==> src/sv/xsr_pkg.sv <==
`default_nettype none

package xsr_pkg;

    localparam int WORD_W  = 64;
    localparam int BOUND_W = 63;
    localparam int HALF_W  = WORD_W / 2;

    localparam logic [WORD_W-1:0] GOLDEN_GAMMA = 64'h9E37_79B9_7F4A_7C15;
    localparam logic [WORD_W-1:0] MIX_MUL_A    = 64'hBF58_476D_1CE4_E5B9;
    localparam logic [WORD_W-1:0] MIX_MUL_B    = 64'h94D0_49BB_1331_11EB;

    localparam logic [1:0] OP_RESEED  = 2'd0;
    localparam logic [1:0] OP_RAW     = 2'd1;
    localparam logic [1:0] OP_BOUNDED = 2'd2;

    typedef enum logic [3:0] {
        S_IDLE,
        S_MIX_ADD,
        S_MIX_MUL,
        S_MIX_XS,
        S_MIX_STORE,
        S_DRAW_MUL,
        S_DRAW_ROT,
        S_DIV,
        S_HOLD
    } t_state;

endpackage

`default_nettype wire

==> src/sv/xoshiro256ss_random_generator.sv <==
// xoshiro256** random generator with splitmix64 seeding.
// Request channel: i_valid / o_stall carrying i_op and i_bound. A request is
// taken when i_valid is high and o_stall is low; o_stall is high while a
// request is being worked on, so one request is in flight at a time.
// Result channel: o_valid / i_stall carrying o_value and o_error. The result
// sits in an output register until taken; a new request is accepted while it
// waits, and a finished result waits in the sequencer if the register is full.
// Seed register: i_seed_we / i_seed_value, to be written by the user only
// while the block is idle; the block itself does not enforce this. A bounded
// draw runs a restoring divider that gives one remainder bit per cycle; a
// reseed runs four splitmix64 steps, each multiply done as three passes
// through one 32x32 multiplier; a zero bound or unused op goes to S_HOLD.
// A request may be accepted on the cycle after its result is loaded; a new
// request is not taken before the last one has finished.
// After reset the state is expanded from seed zero with the same splitmix64
// sequencer; during this o_stall is high and no result is produced. Seed
// writes are taken as ever during that time.
// While the receiver stalls, o_valid and the result fields hold.

`default_nettype none

module xoshiro256ss_random_generator (
    input  wire logic                       i_clk,
    input  wire logic                       i_rst_n,
    input  wire logic                       i_seed_we,
    input  wire logic [xsr_pkg::WORD_W-1:0]  i_seed_value,
    input  wire logic                       i_valid,
    output logic                            o_stall,
    input  wire logic [1:0]                 i_op,
    input  wire logic [xsr_pkg::BOUND_W-1:0] i_bound,
    output logic                            o_valid,
    input  wire logic                       i_stall,
    output logic [xsr_pkg::WORD_W-1:0]      o_value,
    output logic                            o_error
);
    import xsr_pkg::*;

    t_state              r_state, n_state;
    logic [1:0]          r_idx, n_idx;
    logic [1:0]          r_phase, n_phase;
    logic                r_mix_b, n_mix_b;
    logic                r_init, n_init;
    logic [WORD_W-1:0]   r_seed;
    logic [WORD_W-1:0]   r_ctr, n_ctr;
    logic [WORD_W-1:0]   r_z, n_z;
    logic [WORD_W-1:0]   r_acc, n_acc;
    logic [WORD_W-1:0]   r_w [4];
    logic [WORD_W-1:0]   n_w [4];
    logic [1:0]          r_op, n_op;
    logic [BOUND_W-1:0]  r_bound, n_bound;
    logic [WORD_W-1:0]   r_res, n_res;
    logic                r_err, n_err;
    logic [WORD_W-1:0]   r_rem, n_rem;
    logic [5:0]          r_cnt, n_cnt;
    logic                r_out_valid, n_out_valid;
    logic [WORD_W-1:0]   r_out_value, n_out_value;
    logic                r_out_error, n_out_error;

    logic [WORD_W-1:0]   ctr_sum;
    logic [WORD_W-1:0]   mul_c;
    logic [HALF_W-1:0]   mul_x, mul_y;
    logic [WORD_W-1:0]   mul_p;
    logic [WORD_W-1:0]   rot;
    logic [WORD_W-1:0]   rem_sh;
    logic [WORD_W-1:0]   bound_ext;
    logic                rem_ge;
    logic [WORD_W-1:0]   rem_next;
    logic [WORD_W-1:0]   t2, t3;
    logic                out_free;

    // shared datapath pieces
    assign ctr_sum   = r_ctr + GOLDEN_GAMMA;
    assign mul_c     = r_mix_b ? MIX_MUL_B : MIX_MUL_A;
    assign mul_x     = (r_phase == 2'd2) ? r_z[WORD_W-1:HALF_W] : r_z[HALF_W-1:0];
    assign mul_y     = (r_phase == 2'd1) ? mul_c[WORD_W-1:HALF_W] : mul_c[HALF_W-1:0];
    assign mul_p     = {{HALF_W{1'b0}}, mul_x} * {{HALF_W{1'b0}}, mul_y};
    assign rot       = {r_z[WORD_W-8:0], r_z[WORD_W-1:WORD_W-7]};
    assign bound_ext = {1'b0, r_bound};
    assign rem_sh    = {r_rem[WORD_W-2:0], r_res[WORD_W-1]};
    assign rem_ge    = rem_sh >= bound_ext;
    assign rem_next  = rem_ge ? (rem_sh - bound_ext) : rem_sh;
    assign t2        = r_w[2] ^ r_w[0];
    assign t3        = r_w[3] ^ r_w[1];
    assign out_free  = !r_out_valid || !i_stall;

    always_comb begin
        n_state     = r_state;
        n_idx       = r_idx;
        n_phase     = r_phase;
        n_mix_b     = r_mix_b;
        n_init      = r_init;
        n_ctr       = r_ctr;
        n_z         = r_z;
        n_acc       = r_acc;
        n_w         = r_w;
        n_op        = r_op;
        n_bound     = r_bound;
        n_res       = r_res;
        n_err       = r_err;
        n_rem       = r_rem;
        n_cnt       = r_cnt;
        n_out_valid = r_out_valid && i_stall;
        n_out_value = r_out_value;
        n_out_error = r_out_error;

        unique case (r_state)
            S_IDLE: begin
                if (i_valid) begin
                    n_op    = i_op;
                    n_bound = i_bound;
                    n_res   = '0;
                    n_err   = 1'b0;
                    unique case (i_op)
                        OP_RESEED: begin
                            n_ctr   = r_seed;
                            n_idx   = 2'd0;
                            n_state = S_MIX_ADD;
                        end
                        OP_RAW: begin
                            n_state = S_DRAW_MUL;
                        end
                        OP_BOUNDED: begin
                            if (i_bound == '0) begin
                                n_err   = 1'b1;
                                n_state = S_HOLD;
                            end else begin
                                n_state = S_DRAW_MUL;
                            end
                        end
                        default: begin
                            n_state = S_HOLD;
                        end
                    endcase
                end
            end
            S_MIX_ADD: begin
                n_ctr   = ctr_sum;
                n_z     = ctr_sum ^ (ctr_sum >> 30);
                n_phase = 2'd0;
                n_mix_b = 1'b0;
                n_state = S_MIX_MUL;
            end
            S_MIX_MUL: begin
                // low 64 bits of a 64x64 product in three 32x32 passes
                if (r_phase == 2'd0) begin
                    n_acc = mul_p;
                end else begin
                    n_acc = r_acc + {mul_p[HALF_W-1:0], {HALF_W{1'b0}}};
                end
                n_phase = r_phase + 2'd1;
                if (r_phase == 2'd2) begin
                    n_phase = 2'd0;
                    n_state = r_mix_b ? S_MIX_STORE : S_MIX_XS;
                end
            end
            S_MIX_XS: begin
                n_z     = r_acc ^ (r_acc >> 27);
                n_mix_b = 1'b1;
                n_state = S_MIX_MUL;
            end
            S_MIX_STORE: begin
                n_w[r_idx] = r_acc ^ (r_acc >> 31);
                n_idx      = r_idx + 2'd1;
                if (r_idx == 2'd3) begin
                    n_init  = 1'b0;
                    n_state = r_init ? S_IDLE : S_HOLD;
                end else begin
                    n_state = S_MIX_ADD;
                end
            end
            S_DRAW_MUL: begin
                n_z     = r_w[1] + (r_w[1] << 2);
                n_state = S_DRAW_ROT;
            end
            S_DRAW_ROT: begin
                n_res  = rot + (rot << 3);
                n_w[0] = r_w[0] ^ t3;
                n_w[1] = r_w[1] ^ t2;
                n_w[2] = t2 ^ (r_w[1] << 17);
                n_w[3] = {t3[WORD_W-46:0], t3[WORD_W-1:WORD_W-45]};
                if (r_op == OP_BOUNDED) begin
                    n_rem   = '0;
                    n_cnt   = '0;
                    n_state = S_DIV;
                end else begin
                    n_state = S_HOLD;
                end
            end
            S_DIV: begin
                n_rem = rem_next;
                n_cnt = r_cnt + 6'd1;
                if (r_cnt == 6'd63) begin
                    n_res   = rem_next;
                    n_state = S_HOLD;
                end else begin
                    n_res = r_res << 1;
                end
            end
            S_HOLD: begin
                if (out_free) begin
                    n_out_valid = 1'b1;
                    n_out_value = r_res;
                    n_out_error = r_err;
                    n_state     = S_IDLE;
                end
            end
            default: begin
                n_state = S_IDLE;
            end
        endcase
    end

    always_ff @(posedge i_clk) begin
        if (!i_rst_n) begin
            r_state     <= S_MIX_ADD;
            r_idx       <= 2'd0;
            r_phase     <= 2'd0;
            r_mix_b     <= 1'b0;
            r_init      <= 1'b1;
            r_ctr       <= '0;
            r_seed      <= '0;
            r_out_valid <= 1'b0;
        end else begin
            r_state     <= n_state;
            r_idx       <= n_idx;
            r_phase     <= n_phase;
            r_mix_b     <= n_mix_b;
            r_init      <= n_init;
            r_ctr       <= n_ctr;
            r_out_valid <= n_out_valid;
            if (i_seed_we) begin
                r_seed <= i_seed_value;
            end
        end
    end

    always_ff @(posedge i_clk) begin
        r_z         <= n_z;
        r_acc       <= n_acc;
        r_w         <= n_w;
        r_op        <= n_op;
        r_bound     <= n_bound;
        r_res       <= n_res;
        r_err       <= n_err;
        r_rem       <= n_rem;
        r_cnt       <= n_cnt;
        r_out_value <= n_out_value;
        r_out_error <= n_out_error;
    end

    assign o_stall = (r_state != S_IDLE);
    assign o_valid = r_out_valid;
    assign o_value = r_out_value;
    assign o_error = r_out_error;

    a_load_from_hold: assert property (@(posedge i_clk) disable iff (!i_rst_n)
        $rose(r_out_valid) |-> $past(r_state == S_HOLD))
        else $error("result loaded outside the hold state");

    a_error_zero: assert property (@(posedge i_clk) disable iff (!i_rst_n)
        (r_out_valid && r_out_error) |-> (r_out_value == '0))
        else $error("error result carries a nonzero value");

    a_rem_below_bound: assert property (@(posedge i_clk) disable iff (!i_rst_n)
        (r_state == S_DIV) |-> (r_rem < bound_ext))
        else $error("partial remainder not below bound");

    a_reset_seeds: assert property (@(posedge i_clk)
        (i_rst_n && $past(!i_rst_n)) |-> (r_state == S_MIX_ADD && r_init && !r_out_valid))
        else $error("reset did not start seed expansion");

endmodule

`default_nettype wire
==> config.mk <==
export PLATFORM = sky130hd
export DESIGN_NAME = xoshiro256ss_random_generator
export DESIGN_NICKNAME = d
export VERILOG_FILES = /design/src/sv/xsr_pkg.sv /design/src/sv/xoshiro256ss_random_generator.sv
export SDC_FILE = /design/constraint.sdc
export NUM_CORES = 2
export LEC_CHECK = 0
export BUFFER_PORTS_ARGS = -buffer_cell sky130_fd_sc_hd__buf_4
export CORE_UTILIZATION = 62
export CTS_BUF_LIST = sky130_fd_sc_hd__clkbuf_16
export DETAILED_ROUTE_END_ITERATION = 7
export GPL_ROUTABILITY_DRIVEN = 0
export HOLD_SLACK_MARGIN = 0.08
export PLACE_DENSITY = 0.78
export SLEW_MARGIN = 5
export SYNTH_ARGS = -nofsm -noshare
export SYNTH_HDL_FRONTEND = slang
export SYNTH_SLANG_ARGS = --single-unit
==> constraint.sdc <==
create_clock -name i_clk -period 17.8 [get_ports i_clk]
set_input_delay 2.67 -clock i_clk [delete_from_list [all_inputs] [get_ports i_clk]]
set_output_delay 2.67 -clock i_clk [all_outputs]
set_load 0.05 [all_outputs]
==> flow_summary.json <==
{
  "finalCriticalPeriod_ps": 11610,
  "cp.required_ps": 18270,
  "dp_cells": 9814,
  "syn_area_um2": 79500,
  "synth_top_flop_cell": "edfxtp_1",
  "crit_path_max_fanout": 31,
  "ys_types": 100,
  "rows": 131,
  "fin_skew_ps": 54.5,
  "first_pass_iters": 8,
  "grt_usage_pct": 44.3,
  "vias_per_cell": 6.71,
  "die_x_um": 360,
  "cp_num_buf_inv": 3,
  "antenna_found_initial": 26,
  "seq_area_um2": 22200,
  "die_h_um": 360,
  "synthesis.nets": 9826,
  "setup_viol": 0,
  "status": "finished, violations left",
  "cts-hold-fix-buffers": 0,
  "slew_viol_final": 1,
  "drv_cap": 0,
  "hpwl_um": 223000,
  "drc": 354,
  "final_cell_mix": "inv_1, fa_1, nor2_1, edfxtp_1, ha_1",
  "end_kind": "flop",
  "cpMaxStageDelayCell": "and2_1",
  "die-area_um2": 130000,
  "cp_common_cell": "fa_1",
  "clkTransAtPathRegs_ps": 70,
  "layout_commonest_cell": "inv_1",
  "postRouteAntennaNets": 0,
  "grt_pass1_vias": 65600,
  "critical-path-top-delay-family": "adder cells",
  "timing.hold.ws_ps": 427,
  "grt_max_degree": 252,
  "tightest_slew_ps": 1510,
  "grt_setup_unrepaired": "no",
  "max_freq_mhz": 86.2,
  "synth_warnings": 0,
  "start_util_pct": 62.4,
  "cts.sinks": 787,
  "crit_arrival_ps": 12080,
  "syn_inst": 8312,
  "drt-initial-drc-count": 10100,
  "fin_crit_sh_pct": 65.2,
  "stdcell_count": 9996,
  "vias": 67000,
  "start_kind": "flop",
  "crit_type": "reg2reg",
  "min-delay-path-class": "reg2reg",
  "utilization_pct": 66.8,
  "grt_pass1_wl_um": 422000,
  "pin_count": 201,
  "finalNetCount": 9756,
  "numCtsBuffers": 87,
  "fill_cells": 9709,
  "layout-drive-gt1-share_pct": 6.13,
  "async_flop_share_pct": 0,
  "hold_viol": 0,
  "clkLatencyLatePin_ps": 760,
  "htree_levels": 3,
  "drt-total-wl_um": 289000,
  "wl_per_cell_um": 28.9,
  "avgSynthCellArea_um2": 9.57,
  "io_buffer_count": 200,
  "ys_ff_latch": 787,
  "multiInputGateArea_um2": 51700,
  "fin_tns_setup_ps": 0,
  "yosysSeqAreaShare_pct": 28.0,
  "cts_tree": "done",
  "core-area_um2": 127000,
  "maxSlewHeadroom_pct": -0.479,
  "cts_buffer_depth": 3,
  "area_growth_pct": 7.06,
  "violations": "design-rule violations, max-slew violations",
  "cts_setup_buffers": 0,
  "critPathMaxStageDelay_ps": 1090,
  "post_cts_resized": 0,
  "grt_overflow": 0,
  "synth_edf_count": 648,
  "clockRootBuffer": "clkbuf_16"
}
cells in the mapped netlist, drive strengths merged, types with 172 or more instances:
master,count,area [um2]
xor2,312,2730
nand2,535,2010
edfxtp,648,19500
o21ai,570,2870
nand3,243,1220
a21o,172,1290
nor2,724,2720
clkbuf,366,1380
inv,1072,4020
xnor2,409,3580
fa,826,16500
ha,554,6930
a21oi,424,2140
registers in the layout (all words and copies together), names as in the netlist, 6 cells and up:
signal	count
r_seed	64
r_acc	64
r_w	256
r_ctr	64
r_cnt	6
o_value	64
r_res	64
r_bound	63
r_rem	63
r_z	64
routing by layer:
| metal | vias to the layer above | track usage [%] | wire length [um] |
|---|---|---|---|
| met3 | 1575 | 20.0 | 46800 |
| met2 | 5306 | 62.6 | 117000 |
| met1 | 32100 | 52.4 | 95100 |
| li1 | 28100 | - | - |
| met4 | 40 | 33.7 | 28800 |
| met5 | - | 4.40 | 760 |
per-stage QoR:
step	setup slack [ps]	area, um2
floorplan	8130	79500
global placement	7060	82100
detailed placement	6670	82100
CTS	6580	85100
global route	5840	85100
finish	6190	85100
cell families after synthesis:
| logic type | share of synthesized area, % |
|---|---|
| adders and majority gates | 29.5 |
| muxes | 2.02 |
| other | 0.00472 |
| AOI/OAI and AO/OA | 13.8 |
| and+or+nand+nor | 11.5 |
| DFF | 28.0 |
| buffers and inverters | 7.17 |
| xor gates and xnor gates | 7.94 |
layout make-up:
type                    count  area share (%)
diodes                     20          0.0588
clock buffers              90            2.65
clock inverters            71           0.851
inverters                1076            4.75
multi-input cells        6028            60.8
flip-flops and latches    787            26.1
well taps                1662            2.44
repair buffers            262            2.34
final timing paths:
kind / from / endpoint / slack (ps) / cells after the start
max: r_phase[1]$_SDFFE_PN0P_ / r_acc[62]$_DFFE_PP_ / 6190 / 32
min: r_err$_SDFFCE_PP0P_ / o_error$_DFFE_PP_ / 430 / 0
max reg2reg: r_phase[1]$_SDFFE_PN0P_ / r_acc[62]$_DFFE_PP_ / 6190 / 32
min reg2reg: r_err$_SDFFCE_PP0P_ / o_error$_DFFE_PP_ / 430 / 0
Power is not shown: default switching activity piles up to over one toggle a cycle in this logic, so the estimate is an artifact.
